<file path="config.mk">
export PLATFORM = sky130hd
export DESIGN_NAME = sorted_priority_queue_top
export DESIGN_NICKNAME = d
export VERILOG_FILES = /design/src/design/spq_pkg.sv /design/src/design/spq_cell.sv /design/src/design/sorted_priority_queue_top.sv
export VERILOG_INCLUDE_DIRS = /design/src /design/src/design
export SDC_FILE = /design/constraint.sdc
export NUM_CORES = 2
export LEC_CHECK = 0
export CAP_MARGIN = 20
export CORE_ASPECT_RATIO = 0.8
export CORE_MARGIN = 1
export CORE_UTILIZATION = 30
export CTS_CLUSTER_DIAMETER = 40
export DETAILED_ROUTE_END_ITERATION = 8
export DONT_BUFFER_PORTS = 1
export PLACE_DENSITY = 0.46
export SLEW_MARGIN = 20
export SYNTH_ARGS = -nofsm -noshare
export SYNTH_HDL_FRONTEND = slang
export SYNTH_SLANG_ARGS = --single-unit
</file>
<file path="constraint.sdc">
create_clock -name clk -period 7.6 [get_ports clk]
set_clock_uncertainty 0.2 [all_clocks]
set_input_delay 0.76 -clock clk [delete_from_list [all_inputs] [get_ports clk]]
set_output_delay 0.76 -clock clk [all_outputs]
set_load 0.03 [all_outputs]
</file>
<file path="src/design/assert_macros.svh">
// Assertion macros shared by the sorted priority queue RTL.
`ifndef ASSERT_MACROS_SVH
`define ASSERT_MACROS_SVH
`ifndef SYNTH
// Same-cycle implication, checked at every rising clock edge out of reset.
`define SPQ_ASSERT_IMPLY(lbl, clk, rst_n, ante, cons) \
	lbl: assert property (@(posedge clk) disable iff (!rst_n) (ante) |-> (cons)) \
		else $error("same-cycle check failed");
// Next-cycle implication, checked at every rising clock edge out of reset.
`define SPQ_ASSERT_NEXT(lbl, clk, rst_n, ante, cons) \
	lbl: assert property (@(posedge clk) disable iff (!rst_n) (ante) |=> (cons)) \
		else $error("next-cycle check failed");
`else
`define SPQ_ASSERT_IMPLY(lbl, clk, rst_n, ante, cons)
`define SPQ_ASSERT_NEXT(lbl, clk, rst_n, ante, cons)
`endif
`endif

</file>
<file path="src/design/spq_pkg.sv">
// Types and codes shared by the sorted priority queue modules.
package spq_pkg;

	// Operation codes of an input item.
	localparam logic [1:0] OP_PUSH    = 2'd0;
	localparam logic [1:0] OP_SERVE   = 2'd1;
	localparam logic [1:0] OP_LIST    = 2'd2;
	localparam logic [1:0] OP_UNKNOWN = 2'd3;

	// Status codes of a result item.
	localparam logic [2:0] STS_SERVED  = 3'd0;
	localparam logic [2:0] STS_EMPTY   = 3'd1;
	localparam logic [2:0] STS_FULL    = 3'd2;
	localparam logic [2:0] STS_ENTRY   = 3'd3;
	localparam logic [2:0] STS_END     = 3'd4;
	localparam logic [2:0] STS_UNKNOWN = 3'd5;

	// Command that every cell of the chain executes.
	typedef enum logic [1:0] {
		CMD_HOLD,
		CMD_PUSH,
		CMD_SHIFT
	} cell_cmd_t;

	// Payload of one queue entry.
	typedef struct packed {
		logic signed [31:0] id;
		logic signed [31:0] prio;
	} entry_t;

	// Broadcast control for the chain.
	typedef struct packed {
		cell_cmd_t cmd;
		entry_t    data;
	} cell_ctl_t;

endpackage

</file>
<file path="src/design/spq_cell.sv">
// One cell of the sorted chain: holds a single entry and its valid bit.
module spq_cell
	import spq_pkg::*;
(
	input  logic      clk,
	input  logic      arst_n,
	input  cell_ctl_t ctl,
	input  logic      left_keep,
	input  logic      left_valid,
	input  entry_t    left_data,
	input  logic      right_valid,
	input  entry_t    right_data,
	output logic      valid,
	output entry_t    data,
	output logic      keep
);

	logic   valid_q;
	entry_t data_q;

	// The cell keeps its entry on a push when that entry outranks the new one.
	assign keep = valid_q && ($signed(data_q.prio) > $signed(ctl.data.prio));

	// Valid bit: a push fills from the left neighbor or the new entry, a shift
	// pulls from the right neighbor.
	always_ff @(posedge clk or negedge arst_n) begin
		if (!arst_n) begin
			valid_q <= 1'b0;
		end else begin
			unique case (ctl.cmd)
				CMD_PUSH: begin
					if (!keep) begin
						valid_q <= left_keep ? 1'b1 : left_valid;
					end
				end
				CMD_SHIFT: valid_q <= right_valid;
				default:   valid_q <= valid_q;
			endcase
		end
	end

	// Entry payload follows the same selection and needs no reset.
	always_ff @(posedge clk) begin
		unique case (ctl.cmd)
			CMD_PUSH: begin
				if (!keep) begin
					data_q <= left_keep ? ctl.data : left_data;
				end
			end
			CMD_SHIFT: data_q <= right_data;
			default:   data_q <= data_q;
		endcase
	end

	assign valid = valid_q;
	assign data  = data_q;

endmodule

</file>
<file path="src/design/sorted_priority_queue_top.sv">
// Top level of the sorted priority queue: control, cell chain and output register.
// Push, serve and unknown give a result that is registered and shown the next cycle; a push with room gives none.
// A new item is taken whenever the control is idle and the output register is free.
// List rotates the whole chain of CAPACITY cells, one cell a cycle while the output can take a valid head,
// then sends the end marker.
// Asynchronous reset clears the valid bits of all cells; the queue then reads as empty.
`include "assert_macros.svh"
module sorted_priority_queue_top
	import spq_pkg::*;
#(
	parameter int CAPACITY = 16
) (
	input  logic               clk,
	input  logic               arst_n,
	input  logic               in_valid,
	output logic               in_ready,
	input  logic [1:0]         operation,
	input  logic signed [31:0] item_id,
	input  logic signed [31:0] item_priority,
	output logic               out_valid,
	input  logic               out_ready,
	output logic [2:0]         status,
	output logic signed [31:0] out_id,
	output logic signed [31:0] out_priority,
	output logic               last
);

	localparam int ROT_W = $clog2(CAPACITY + 1);

	// Controller state codes.
	localparam logic ST_IDLE = 1'b0;
	localparam logic ST_LIST = 1'b1;

	logic               state_q;
	logic [ROT_W-1:0]   rot_q;
	logic               out_valid_q;
	logic [2:0]         status_q;
	logic signed [31:0] id_q;
	logic signed [31:0] prio_q;
	logic               last_q;

	logic [CAPACITY-1:0] valid_vec;
	logic [CAPACITY-1:0] keep_vec;
	entry_t              data_vec [CAPACITY];

	cell_ctl_t          ctl;
	logic               wrap;
	logic               slot_free;
	logic               in_acc;
	logic               full;
	logic               head_valid;
	logic               rot_done;
	logic               rot_step;
	logic               list_start;
	logic               list_end;
	logic               emit;
	logic [2:0]         e_status;
	logic signed [31:0] e_id;
	logic signed [31:0] e_prio;
	logic               push_ok;
	logic               serve_ok;

	assign slot_free  = !out_valid_q || out_ready;
	assign in_ready   = (state_q == ST_IDLE) && slot_free;
	assign in_acc     = in_valid && in_ready;
	assign full       = valid_vec[CAPACITY-1];
	assign head_valid = valid_vec[0];
	assign rot_done   = (rot_q == ROT_W'(CAPACITY));
	assign push_ok    = in_acc && (operation == OP_PUSH) && !full;
	assign serve_ok   = in_acc && (operation == OP_SERVE) && head_valid;

	// Decode the accepted item or the next list step into a chain command
	// and an optional result.
	always_comb begin
		ctl.cmd       = CMD_HOLD;
		ctl.data.id   = item_id;
		ctl.data.prio = item_priority;
		wrap          = 1'b0;
		rot_step      = 1'b0;
		list_start    = 1'b0;
		list_end      = 1'b0;
		emit          = 1'b0;
		e_status      = STS_UNKNOWN;
		e_id          = '0;
		e_prio        = '0;
		if (state_q == ST_IDLE) begin
			if (in_acc) begin
				unique case (operation)
					OP_PUSH: begin
						if (full) begin
							emit     = 1'b1;
							e_status = STS_FULL;
						end else begin
							ctl.cmd = CMD_PUSH;
						end
					end
					OP_SERVE: begin
						emit = 1'b1;
						if (head_valid) begin
							ctl.cmd  = CMD_SHIFT;
							e_status = STS_SERVED;
							e_id     = data_vec[0].id;
						end else begin
							e_status = STS_EMPTY;
						end
					end
					OP_LIST: list_start = 1'b1;
					default: begin
						emit     = 1'b1;
						e_status = STS_UNKNOWN;
					end
				endcase
			end
		end else begin
			if (!rot_done) begin
				// Rotate by one cell; a valid head is sent out on the way.
				if (!head_valid || slot_free) begin
					ctl.cmd  = CMD_SHIFT;
					wrap     = 1'b1;
					rot_step = 1'b1;
					if (head_valid) begin
						emit     = 1'b1;
						e_status = STS_ENTRY;
						e_id     = data_vec[0].id;
						e_prio   = data_vec[0].prio;
					end
				end
			end else if (slot_free) begin
				emit     = 1'b1;
				e_status = STS_END;
				list_end = 1'b1;
			end
		end
	end

	// Chain of cells; the tail pulls the head on a rotation and nothing on a serve.
	for (genvar g = 0; g < CAPACITY; g++) begin : g_cell
		logic   l_keep;
		logic   l_valid;
		entry_t l_data;
		logic   r_valid;
		entry_t r_data;
		if (g == 0) begin : g_head
			assign l_keep  = 1'b1;
			assign l_valid = 1'b0;
			assign l_data  = ctl.data;
		end else begin : g_mid
			assign l_keep  = keep_vec[g-1];
			assign l_valid = valid_vec[g-1];
			assign l_data  = data_vec[g-1];
		end
		if (g == CAPACITY - 1) begin : g_tail
			assign r_valid = wrap && valid_vec[0];
			assign r_data  = data_vec[0];
		end else begin : g_body
			assign r_valid = valid_vec[g+1];
			assign r_data  = data_vec[g+1];
		end
		spq_cell u_cell (
			.clk         (clk),
			.arst_n      (arst_n),
			.ctl         (ctl),
			.left_keep   (l_keep),
			.left_valid  (l_valid),
			.left_data   (l_data),
			.right_valid (r_valid),
			.right_data  (r_data),
			.valid       (valid_vec[g]),
			.data        (data_vec[g]),
			.keep        (keep_vec[g])
		);
	end

	// Controller state and rotation counter.
	always_ff @(posedge clk or negedge arst_n) begin
		if (!arst_n) begin
			state_q <= ST_IDLE;
			rot_q   <= '0;
		end else begin
			if (list_start) begin
				state_q <= ST_LIST;
				rot_q   <= '0;
			end else if (list_end) begin
				state_q <= ST_IDLE;
			end else if (rot_step) begin
				rot_q <= rot_q + ROT_W'(1);
			end
		end
	end

	// Output register valid flag.
	always_ff @(posedge clk or negedge arst_n) begin
		if (!arst_n) begin
			out_valid_q <= 1'b0;
		end else if (slot_free) begin
			out_valid_q <= emit;
		end
	end

	// Output register payload, loaded with every transfer into the slot.
	always_ff @(posedge clk) begin
		if (slot_free && emit) begin
			status_q <= e_status;
			id_q     <= e_id;
			prio_q   <= e_prio;
			last_q   <= (e_status != STS_ENTRY);
		end
	end

	assign out_valid    = out_valid_q;
	assign status       = status_q;
	assign out_id       = id_q;
	assign out_priority = prio_q;
	assign last         = last_q;

	// Outside a list, occupied cells always form one run starting at the head.
	`SPQ_ASSERT_IMPLY(a_contiguous, clk, arst_n, state_q == ST_IDLE, ((valid_vec >> 1) & ~valid_vec) == '0)
	// A push with room adds exactly one entry.
	`SPQ_ASSERT_NEXT(a_push_grows, clk, arst_n, push_ok, $countones(valid_vec) == $past($countones(valid_vec)) + 1)
	// A serve of a non-empty queue removes exactly one entry.
	`SPQ_ASSERT_NEXT(a_serve_shrinks, clk, arst_n, serve_ok, $countones(valid_vec) + 1 == $past($countones(valid_vec)))
	// The rotation never runs past one full turn of the chain.
	`SPQ_ASSERT_IMPLY(a_rot_bound, clk, arst_n, state_q == ST_LIST, rot_q <= ROT_W'(CAPACITY))

endmodule
</file>
==> flow_summary.yaml <==
floorplanning:
  floorplan.die_area_sq_um: 225000
  floorplan_row_count: 154
  chipHeight_um: 425
  standard_cell_core_area_sq_um: 221000
  initial_utilization_pct: 30.3
  io-pin-count: 140
  die_width_um: 530
sta:
  tightestPinTransition_ns: 1.21
  fin_crit_sh_pct: 77.8
  fmaxAchievable_mhz: 169
  setup_repair_after_global_routing_missed_its_margin: "false"
  final_period_minus_worst_setup_slack_ns: 5.91
  hold_violations: 0
  setup_viol: 0
  maxSlewViolCount: 0
  final.setup.worst_slack_ns: 1.69
  worst_slew_margin_rel_pct: 19.0
worst_setup_path:
  worst_ep_arrival_time_ns: 6.19
  startpoint_type: "flop"
  critical-path-slowest-cell: "sky130_fd_sc_hd__or4_1"
  critical_path_start_end_classification: "flop to flop"
  worstPathRequired_ns: 7.88
  critPathCaptureType: "flop"
  timing.critical_path.fanout_max: 44
  cpPeakStageDelay_ns: 0.96
  critical_path.cell_chain: "ha_1 -> nand4_1 -> or4_1 -> a211oi_1 -> or4_4 -> nand2_1 -> o21ai_4 -> buf_12"
routing:
  num_vias: 58668
  pre_repair_dr_iteration_count: 6
  drc: 0
  drt_iter0_drc: 7728
  post_drt_via_cell_ratio: 6.27
  detail_route.wl_per_cell_um: 32.3
  met2RoutedLength_mm: 128
  top_layer_used: "met5"
  detail_route.wirelength.met1_mm: 135
  residual_antenna_violating_net_count_after_detailed_routing: 0
  detail_route.wirelength_mm: 303
  route.met3.wl_mm: 29.0
global_routing:
  grt_start_max_net_pins: 171
  grt-ovfl-total: 0
  track_usage_pct: 26.3
  grt_pass1_wl_mm: 432
  grt_pass1_vias: 57188
  antenna_found_initial: 16
clock_tree:
  tritoncts_num_sinks: 1115
  root_buffer: "sky130_fd_sc_hd__clkbuf_16"
  cts_max_path_buffers: 3
  cts_tree: "built"
  htree_num_levels: 4
  numCtsBuffers: 222
  clkTransAtPathRegs_ns: 0.06
  postCtsResizedCells: 0
  worstSkewPairLatency_ns: 0.88
logic_synthesis:
  ys_async_sr_fraction_pct: 2.06
  synth.lib_cells_used.distinct: 59
  netlist_instances: 6384
  synth_flop_cell: "sky130_fd_sc_hd__edfxtp_1"
  mappedNetlistArea_sq_um: 67000
  synth-seq-cells: 1115
  synth-warning-count: 0
  synth_edf_count: 1092
  synth.avg_cell_area_sq_um: 10.5
  synth_nets: 6936
  register_area_share_after_synthesis_pct: 49.8
layout:
  area_growth_from_synthesis_to_layout_pct: 17.0
  multi_input_area_sq_um: 31100
  most-common-layout-cells: "sky130_fd_sc_hd__nand2_1 (1,308), sky130_fd_sc_hd__edfxtp_1 (1,092), sky130_fd_sc_hd__nand4_1 (985), sky130_fd_sc_hd__o211ai_1 (767), sky130_fd_sc_hd__ha_1 (482)"
  most_common_cell_after_layout_fill_and_taps_aside: "sky130_fd_sc_hd__nand2_1"
  layout.filler_cells: 22015
  final_layout_size_suffix_gt1_share_pct: 13.0
  fin_cells: 9361
  seqCellArea_sq_um: 33400
  net_count_reported_at_finish: 6746
  layout.core_utilization_pct: 35.5
placed_design:
  place.gp.congestion: 0.941
  placed_cells_incl_taps: 8873
  hpwlAfterDp_mm: 194
  post_place_setup_slack_ns: 1.33
  numPortBuffers: 0
flow_run:
  maxCapViolCount: 0
run_status:
  status: "finished, final reports clean"
min_path:
  hp-class: "input port to flop"
==> Yosys cell counts, types with 18 or more instances <==
library cell	number	area share, %
sky130_fd_sc_hd__nand2_1	1310	7.3
sky130_fd_sc_hd__edfxtp_1	1092	49
sky130_fd_sc_hd__nand4_1	985	9.2
sky130_fd_sc_hd__o211ai_1	767	8.6
sky130_fd_sc_hd__ha_1	482	9.0
sky130_fd_sc_hd__clkbuf_1	402	2.3
sky130_fd_sc_hd__o211ai_2	200	3.7
sky130_fd_sc_hd__a21oi_1	169	1.3
sky130_fd_sc_hd__buf_1	117	0.66
sky130_fd_sc_hd__buf_2	95	0.71
sky130_fd_sc_hd__inv_1	79	0.44
sky130_fd_sc_hd__and2_1	76	0.71
sky130_fd_sc_hd__o2111ai_1	64	0.84
sky130_fd_sc_hd__nand3_1	59	0.44
sky130_fd_sc_hd__a21o_1	57	0.64
sky130_fd_sc_hd__o21ai_0	52	0.39
sky130_fd_sc_hd__nor2_1	48	0.27
sky130_fd_sc_hd__and4_1	27	0.35
sky130_fd_sc_hd__or4_1	27	0.30
sky130_fd_sc_hd__buf_6	24	0.40
sky130_fd_sc_hd__dfrtp_1	23	0.86
sky130_fd_sc_hd__nor2b_1	19	0.18
sky130_fd_sc_hd__a211oi_1	18	0.20
sky130_fd_sc_hd__a221oi_1	18	0.24
==> final timing paths <==
path	start	end	slack, ns	cells after the start
hold reg to reg	g_cell[1].u_cell.valid$_DFFE_PN0P_	g_cell[0].u_cell.valid$_DFFE_PN0P_	0.28	2
max in group asynchronous	arst_n	g_cell[9].u_cell.valid$_DFFE_PN0P_	6.85	2
hold / removal	item_id[8]	g_cell[3].u_cell.data[40]$_DFFE_PP_	0.05	2
min in group asynchronous	arst_n	rot_q[3]$_DFFE_PN0P_	0.15	2
setup / recovery	g_cell[6].u_cell.data[31]$_DFFE_PP_	g_cell[6].u_cell.data[31]$_DFFE_PP_	1.69	8
setup reg to reg	g_cell[6].u_cell.data[31]$_DFFE_PP_	g_cell[6].u_cell.data[31]$_DFFE_PP_	1.69	8
==> stage by stage <==
stage	hold WS, ns	cell area, sq um	setup TNS (ns)
floorplan	0.256	67000	-124.78
global placement	0.265	70000	0
detailed placement	0.265	70100	0
CTS	0.00182	78300	0
global route	0.0308	78400	0
finish	0.0509	78400	0
==> worst max-delay path: cells and delay by family (launching register included) <==
family                   cells  cell delay [ns]
buffers and inverters        1             0.34
adder cells (fa/ha/maj)      1             0.68
flip-flops                   1             0.46
AND/OR/NAND/NOR              4             2.13
AO/OA/AOI/OAI                2             1.52
==> what timing repair did <==
item / CTS / global route
hold endpoints to repair: 83 / 0
hold buffers: 60 / 0
setup buffers: 0 / 0
==> routing by layer <==
layer  up-vias  track usage, %
met1     29842            37.7
li1      25061               -
met3       564            6.22
met4         4            9.82
met2      3197            38.0
met5         -               0
==> flip-flops by register name, indices dropped and copies added (netlist names) <==
signal,flops
out_valid,1
rot_q,5
state_q,1
out_id,32
g_cell.u_cell.valid,16
out_priority,32
g_cell.u_cell.data,1024
status,3
last,1
==> layout make-up <==
type	instances	area share (%)
diodes	9	0.0287
multi-input cells	4552	39.7
repair buffers	224	2.81
inverters	79	0.378
clock buffers	239	7.22
clock inverters	179	2.58
well taps	2964	4.73
flip-flops and latches	1115	42.6
==> cell families after synthesis <==
family,count (synthesis),share of synthesized area (%)
buffers and inverters,717,4.46
and+or+nand+nor,2595,19.2
muxes,1,0.0149
xor gates and xnor gates,4,0.0523
AOI/OAI and AO/OA,1470,17.4
DFF,1115,49.8
adders and majority gates,482,9.00
Power is not shown: default switching activity piles up to over one toggle a cycle in this logic, so the estimate is an artifact.
